### config.mk
export PLATFORM = sky130hd
export DESIGN_NAME = mpq_cell
export DESIGN_NICKNAME = d
export VERILOG_FILES = /design/src/rtl/mpq_pkg.sv /design/src/rtl/mpq_cell.sv
export SDC_FILE = /design/constraint.sdc
export NUM_CORES = 1
export LEC_CHECK = 0
export BUFFER_PORTS_ARGS = -buffer_cell sky130_fd_sc_hd__clkbuf_2
export CAP_MARGIN = 20
export CORE_UTILIZATION = 44
export DETAILED_ROUTE_END_ITERATION = 8
export GPL_TIMING_DRIVEN = 0
export PLACE_DENSITY = 0.86
export SLEW_MARGIN = 25
export SYNTH_ARGS = -nofsm -noshare
export SYNTH_HDL_FRONTEND = slang
export SYNTH_SLANG_ARGS = --single-unit
### constraint.sdc
create_clock -name clk -period 8.35 [get_ports clk]
set_input_delay 2.505 -clock clk [delete_from_list [all_inputs] [get_ports clk]]
set_output_delay 2.505 -clock clk [all_outputs]
set_load 0.03 [all_outputs]
### src/rtl/mpq_pkg.sv
// mpq_pkg: shared types and codes for the min-first priority queue.
// Used by mpq_cell and min_priority_queue_unit; no dependencies.
package mpq_pkg;

	localparam int DataW = 32;
	localparam int PrioW = 8;
	localparam int OccW  = 8;

	typedef enum logic [1:0] {
		ST_DONE  = 2'd0,
		ST_FULL  = 2'd1,
		ST_EMPTY = 2'd2
	} status_t;

	localparam logic MODE_PUSH = 1'b0;
	localparam logic MODE_POP  = 1'b1;

	typedef struct packed {
		logic signed [DataW-1:0] data;
		logic [PrioW-1:0]        prio;
	} entry_t;

	// broadcast command to every cell
	typedef struct packed {
		logic   push;
		logic   pop;
		entry_t ent;
	} cell_cmd_t;

endpackage

### src/rtl/mpq_cell.sv
// mpq_cell: one slot of the sorted shift array.
// Depends on mpq_pkg. Keeps, takes the new entry, or shifts from a neighbor.
module mpq_cell (
	input  logic              clk,
	input  mpq_pkg::cell_cmd_t cmd,
	input  logic              held,
	input  mpq_pkg::entry_t   left_ent,
	input  logic              left_ins,
	input  mpq_pkg::entry_t   right_ent,
	output mpq_pkg::entry_t   ent,
	output logic              ins
);
	import mpq_pkg::*;

	entry_t ent_q;

	// entry stays in front of a new push with equal or larger priority
	assign ins = held && (ent_q.prio <= cmd.ent.prio);
	assign ent = ent_q;

	always_ff @(posedge clk) begin
		if (cmd.push) begin
			if (!ins) begin
				ent_q <= left_ins ? cmd.ent : left_ent;
			end
		end else if (cmd.pop) begin
			ent_q <= right_ent;
		end
	end

endmodule

==> metrics, run 1 <==
Buffers on Ports=163; Finished Layout Cells=449; Setup crit start=cmd[1]; first-pass GRT wire length=7960 µm; WS Path Type=in -> out; final setup fails=0; post-synthesis adder-cell area fraction=4.33%; number of synthesized flops with an enable pin=40; io pins=166; routed via count=2138; CTS tree=yes; post-synthesis compound-gate area fraction=11.4%; fin crit period=6.25 ns; Area Overhead vs Synth=43.8%; syn nets=340; cell taking the most area after synthesis=edfxtp_1; Mapped Cells=207; share of the synthesized area in the top cell type=51.9%; core footprint=0.00507 mm²; worst-margin pin slew=0.548 ns; main combinational cell family by area after synthesis=multiplexers; Syn. warnings=0; Root Buffer=clkbuf_8; max-cap viol count=0; top achievable clock speed=160 MHz; vias in the first global route=1898; final worst path period share=74.9%; Hold EP=ent[0]$_DFFE_PP_; static leakage=1.69 nW; Congestion Overflow GR=0; Area after DPL=0.00325 mm²; CP Launch Type=input pin; Final Net Count=511; WHS=1.39 ns; setup TNS=0 ns; die area=0.00555 mm²; die height=74.5 µm; CP Capture Type=output pin; RSZ-0062 raised after global routing=no; post-DP HPWL=4450 µm; worst-case vdd ir drop=0.0000935 V; Sink Count=40; 1st-pass router iterations=4; status=complete, no violations; CTS Hold Bufs=0; cts repair resizes=0; r2r worst-path depth=6; reg2reg start=ent[6]$_DFFE_PP_; Routed Antenna Nets=0; Clock Skew=0.00317 ns; Synth Area in Simple Gates=7.95%; mux cell area share after synthesis=17.3%; Top FF cell, synth=edfxtp_1; Slew Limit Fails=0; n_diodes=0; FILL cells=428; placer congestion estimate=0.778; die width=74.5 µm; Hold Violations, Final=0; DRC errors left=0; Unique masters post-synth=18; GRT Total Usage=19.6%; crit-path max FO=2; H-tree depth=2; PD cells=161 mW/mm²; top cells by area, synth=edfxtp_1 (52%), mux2i_1 (17%), a21oi_1 (9.5%); initial antenna violation count=0; Arrival @ worst endpoint=3.75 ns; Critical Path RT=5.85 ns; worst r2r dst=ent[10]$_DFFE_PP_; Placed Cells incl. Taps=441; WHS Path Cells=5; layout cells sized above 1=48.3%; most frequent cells after synthesis=a21oi_1 (44), nor2_1 (42), edfxtp_1 (40), mux2i_1 (40); mapped cell area=0.00231 mm²; post-synthesis sequential area ratio=51.9%; Reg clk slew, reported paths=0.07 ns; synthesized flop and latch total=40; Reg2Reg Setup Slack=6.20 ns; Vias/cell=4.76; WL final=5550 µm; CTS max path bufs=2; Skew-Pair Late Insertion Delay=0.28 ns; largest net degree at the start of global routing=22; Setup Buffers After CTS=0; Final Cell Area=0.00333 mm²; DR iter-0 viols=63; worst hold path type=reg -> reg; # rows=26; Async S/R FF share, synth=0%; XOR/XNOR Fraction of Synth Area=0%; Hold Startpoint=ent[1]$_DFFE_PP_; CTS Buf Count=5; syn_area_per_cell=11.2 µm²; Rel. slew slack=63.4%; WL/cell=12.4 µm; most frequent cell after synthesis=a21oi_1; initial core utilization=45.6%; number of flip-flops in the largest register=40
-- logic make-up after synthesis --
group / Yosys count
multiplexers: 40
flip-flops: 40
buffers and inverters: 22
AND/OR/NAND/NOR: 47
AO/OA/AOI/OAI: 50
adder cells (fa/ha/maj): 8
-- metal layers --
layer / track usage, % / wire length [µm] / vias up / part of all wire (%)
met4: 6.50 / 61 / 0 / 1.1
met2: 36.9 / 2930 / 94 / 53
li1: - / - / 1097 / -
met1: 20.0 / 2130 / 940 / 38
met5: 0 / 0 / - / 0
met3: 7.05 / 429 / 7 / 7.7
-- how the worst max path moves through the flow --
stage	slack [ns]	depth (start not counted)	end
floorplan	1.97	6	ins
global placement	2.12	8	ins
detailed placement	2.12	8	ins
CTS	2.11	8	ins
global route	2.03	8	ins
finish	2.10	8	ins
-- where the power goes --
group          switching [mW]  internal [mW]  leakage (nW)
registers             0.00674          0.249         0.393
clock network          0.0602         0.0581        0.0399
logic                  0.0983         0.0641          1.26
-- per-stage QoR --
| step | utilization [%] | setup WS [ns] | power, mW |
|---|---|---|---|
| floorplan | - | 1.97 | 0.359 |
| global placement | 63.4 | 2.12 | 0.416 |
| detailed placement | 64.0 | 2.12 | 0.423 |
| CTS | 65.5 | 2.11 | 0.544 |
| global route | 65.5 | 2.03 | 0.564 |
| finish | 65.5 | 2.10 | 0.536 |
-- cell usage in the layout (no fill, tap or decap), drive strengths merged, types with 8 or more instances in the layout --
| cell | instances |
|---|---|
| a21oi | 44 |
| clkbuf | 171 |
| mux2i | 40 |
| edfxtp | 40 |
| buf | 14 |
| ha | 8 |
| nor2 | 42 |
| inv | 8 |
-- area by class of cell --
cell class	count	area (µm²)	area share [%]
sequential	40	1200	36.1
multi-input combinational	145	948	28.5
timing repair buffer	164	843	25.4
buffer	14	135	4.06
tap	70	87.6	2.63
clock buffer	7	76.3	2.29
inverter	8	30.0	0.903
clock inverter	1	3.75	0.113
-- worst max-delay path: stages --
cell      delay [ns]
clkbuf_2        0.09
inv_1           0.04
ha_1            0.29
nor2b_1         0.14
o211ai_1        0.16
a21oi_1         0.10
o21ai_0         0.20
clkbuf_2        0.24
No activity file was read; power rests on OpenSTA's default activity.
==> run 2: changes to the inputs <==
Settings changed: CORE_UTILIZATION 44 to 41, PLACE_DENSITY 0.86 to 0.81.
Clock period 8.35 ns to 6.1 ns, I/O delays scaled along.
==> run 2 against run 1 <==
Against the previous run:
- sequential share of layout area barely moved
- first-iteration DRC count fell by 33%
- count of clock-buffer cells in the layout fell by 2
- largest cell class unchanged
- flip-flop and latch count did not move
- global-route usage fell by 0.18 points
- die area rose by 7.1%
- critical path type unchanged
- routed wire length rose by 3.3%
==> metrics, run 2 (synthesis gave the netlist of run 1 again) <==
status=complete, no violations (unchanged); worst hold path type=reg -> reg (unchanged); number of flip-flops in the largest register=40 (unchanged); FILL cells=469 (was 428); H-tree depth=2 (unchanged); CP max stage delay=0.29 ns (about the same); WHS=1.32 ns (was 1.39 ns); M3 GR Usage=7.26% (was 7.05%); initial antenna violation count=0 (unchanged); Skew-Pair Late Insertion Delay=0.28 ns (about the same); CTS max path bufs=2 (unchanged); Final Net Count=511 (unchanged); vias in the first global route=2144 (was 1898); CTS Hold Bufs=0 (unchanged); r2r worst-path depth=6 (unchanged); CTS tree=yes (unchanged); Clock Skew=0.00663 ns (was 0.00317 ns); WL final=5740 µm (was 5550 µm); 1st-pass router iterations=4 (unchanged); WL/cell=12.8 µm (was 12.4 µm); final setup margin=1.23 ns (was 2.10 ns); critical path's top delay family=compound AO/OA/AOI/OAI gates (unchanged); worst r2r dst=ent[22]$_DFFE_PP_ (was ent[10]$_DFFE_PP_); worst-case vdd ir drop=0.000122 V (was 0.0000935 V); io pins=166 (unchanged); static leakage=1.69 nW (about the same); Hold Violations, Final=0 (unchanged); CP Capture Type=output pin (unchanged); largest net degree at the start of global routing=22 (unchanged); reg2reg start=ent[5]$_DFFE_PP_ (was ent[6]$_DFFE_PP_); CP cell instances=clkbuf_2 -> inv_1 -> ha_1 -> nor2b_1 -> o211ai_1 -> a21oi_1 -> o21ai_0 -> clkbuf_2 (unchanged); die height=77.1 µm (was 74.5 µm); Buffers on Ports=163 (unchanged); Sink Count=40 (unchanged); layout cells sized above 1=48.4% (was 48.3%); Setup crit end=ins (unchanged); DR iter-0 viols=42 (was 63); die area=0.00595 mm² (was 0.00555 mm²); RSZ-0062 raised after global routing=no (unchanged); Setup crit start=cmd[1] (unchanged); core footprint=0.00527 mm² (was 0.00507 mm²); Routed Antenna Nets=0 (unchanged); max-cap viol count=0 (unchanged); WS Path Type=in -> out (unchanged); top achievable clock speed=205 MHz; most frequent CP cell=clkbuf_2 (unchanged); DRC errors left=0 (unchanged); # rows=26 (unchanged); CP Launch Type=input pin (unchanged); worst-margin pin slew=0.540 ns (was 0.548 ns); Setup Buffers After CTS=0 (unchanged); first-pass GRT wire length=9050 µm (was 7960 µm); Reg clk slew, reported paths=0.07 ns (about the same); Root Buffer=clkbuf_8 (unchanged); commonest non-fill, non-tap cell in the layout=clkbuf_2 (unchanged); met2 usage=38.5% (was 36.9%); dpl ws=1.23 ns (was 2.12 ns); Rel. slew slack=64.0% (was 63.4%); Congestion Overflow GR=0 (unchanged); CTS Buf Count=5 (unchanged); Reg2Reg Setup Slack=3.97 ns (was 6.20 ns); PD cells=220 mW/mm² (was 161 mW/mm²); Arrival @ worst endpoint=3.04 ns (was 3.75 ns); setup TNS=0 ns (unchanged); n_diodes=0 (unchanged); Crit-path slowest cell=ha_1 (unchanged); cts repair resizes=0 (unchanged); placer congestion estimate=0.739 (was 0.778); most frequent cells in the layout=clkbuf_2 (163), a21oi_1 (44), nor2_1 (42), mux2i_1 (40), edfxtp_1 (40) (unchanged); die width=77.1 µm (was 74.5 µm); routed via count=2187 (was 2138); post-DP HPWL=4630 µm (was 4450 µm); GRT Max-Usage Layer=met2 (unchanged); Area Overhead vs Synth=43.6% (was 43.8%); final worst path period share=79.8%; Vias/cell=4.88 (was 4.76); GRT met1 Usage=18.2% (was 20.0%); number of cells on the critical path=8 (unchanged); initial core utilization=43.9% (was 45.6%); Slew Limit Fails=0 (unchanged); Critical Path RT=4.27 ns (was 5.85 ns); crit-path max FO=2 (unchanged); Critical path buffers and inverters=3 (unchanged); fin crit period=4.87 ns; final setup fails=0 (unchanged); GRT Total Usage=19.5% (was 19.6%)
## run 2: cell types whose count changed in the layout (fill, tap and decap cells not counted)
cell and delta:
clkbuf_1 -2, clkinv_1 +1
## run 2: final cells by class
class | instances | area (µm²) | share of cell area [%]
flip-flops and latches | 40 | 1200 | 36.2
multi-input cells | 145 | 948 | 28.5
repair buffers | 164 | 843 | 25.4
plain buffers | 14 | 135 | 4.07
well taps | 70 | 87.6 | 2.64
clock buffers | 5 | 68.8 | 2.07
inverters | 8 | 30.0 | 0.904
clock inverters | 2 | 7.51 | 0.226
## run 2: per-stage QoR
stage	area, µm²	power [mW]	util, %	std cells
floorplan	2310	0.492	-	207
global placement	3220	0.570	61.0	440
detailed placement	3250	0.580	61.6	441
CTS	3320	0.738	63.0	448
global route	3320	0.767	63.0	448
finish	3320	0.729	63.0	448
## run 2: worst reg2reg max path, cell delays in order (launching register included)
cell and delay (ns):
edfxtp_1 0.41, ha_1 0.31, nand4_1 0.13, nor2_1 0.07
a31oi_1 0.16, o21a_2 0.51, buf_16 0.24
## run 2: how the worst min path moves through the flow
stage | from | endpoint | depth (start not counted)
6_report | ent[1]$_DFFE_PP_ | ent[7]$_DFFE_PP_ | 5
5_1_grt | ent[2]$_DFFE_PP_ | ent[7]$_DFFE_PP_ | 5
4_1_cts | ent[1]$_DFFE_PP_ | ent[7]$_DFFE_PP_ | 5
3_5_place_dp | ent[1]$_DFFE_PP_ | ent[7]$_DFFE_PP_ | 5
3_3_place_gp | ent[2]$_DFFE_PP_ | ent[2]$_DFFE_PP_ | 5
2_1_floorplan | ent[2]$_DFFE_PP_ | ent[0]$_DFFE_PP_ | 5
## run 2: layer usage
layer | vias to the layer above | share of wire [%]
met5 | - | 0
met4 | 0 | 1.6
met3 | 10 | 9.0
met2 | 107 | 54
met1 | 980 | 36
li1 | 1090 | -
## run 2: report_power, final
group | leakage (nW) | total (mW) | switching [mW] | internal [mW]
Sequential | 0.393 | 0.349 | 0.00855 | 0.340
Clock | 0.0391 | 0.158 | 0.0827 | 0.0754
Combinational | 1.26 | 0.222 | 0.134 | 0.0877
Total | 1.69 | 0.729 | 0.226 | 0.504
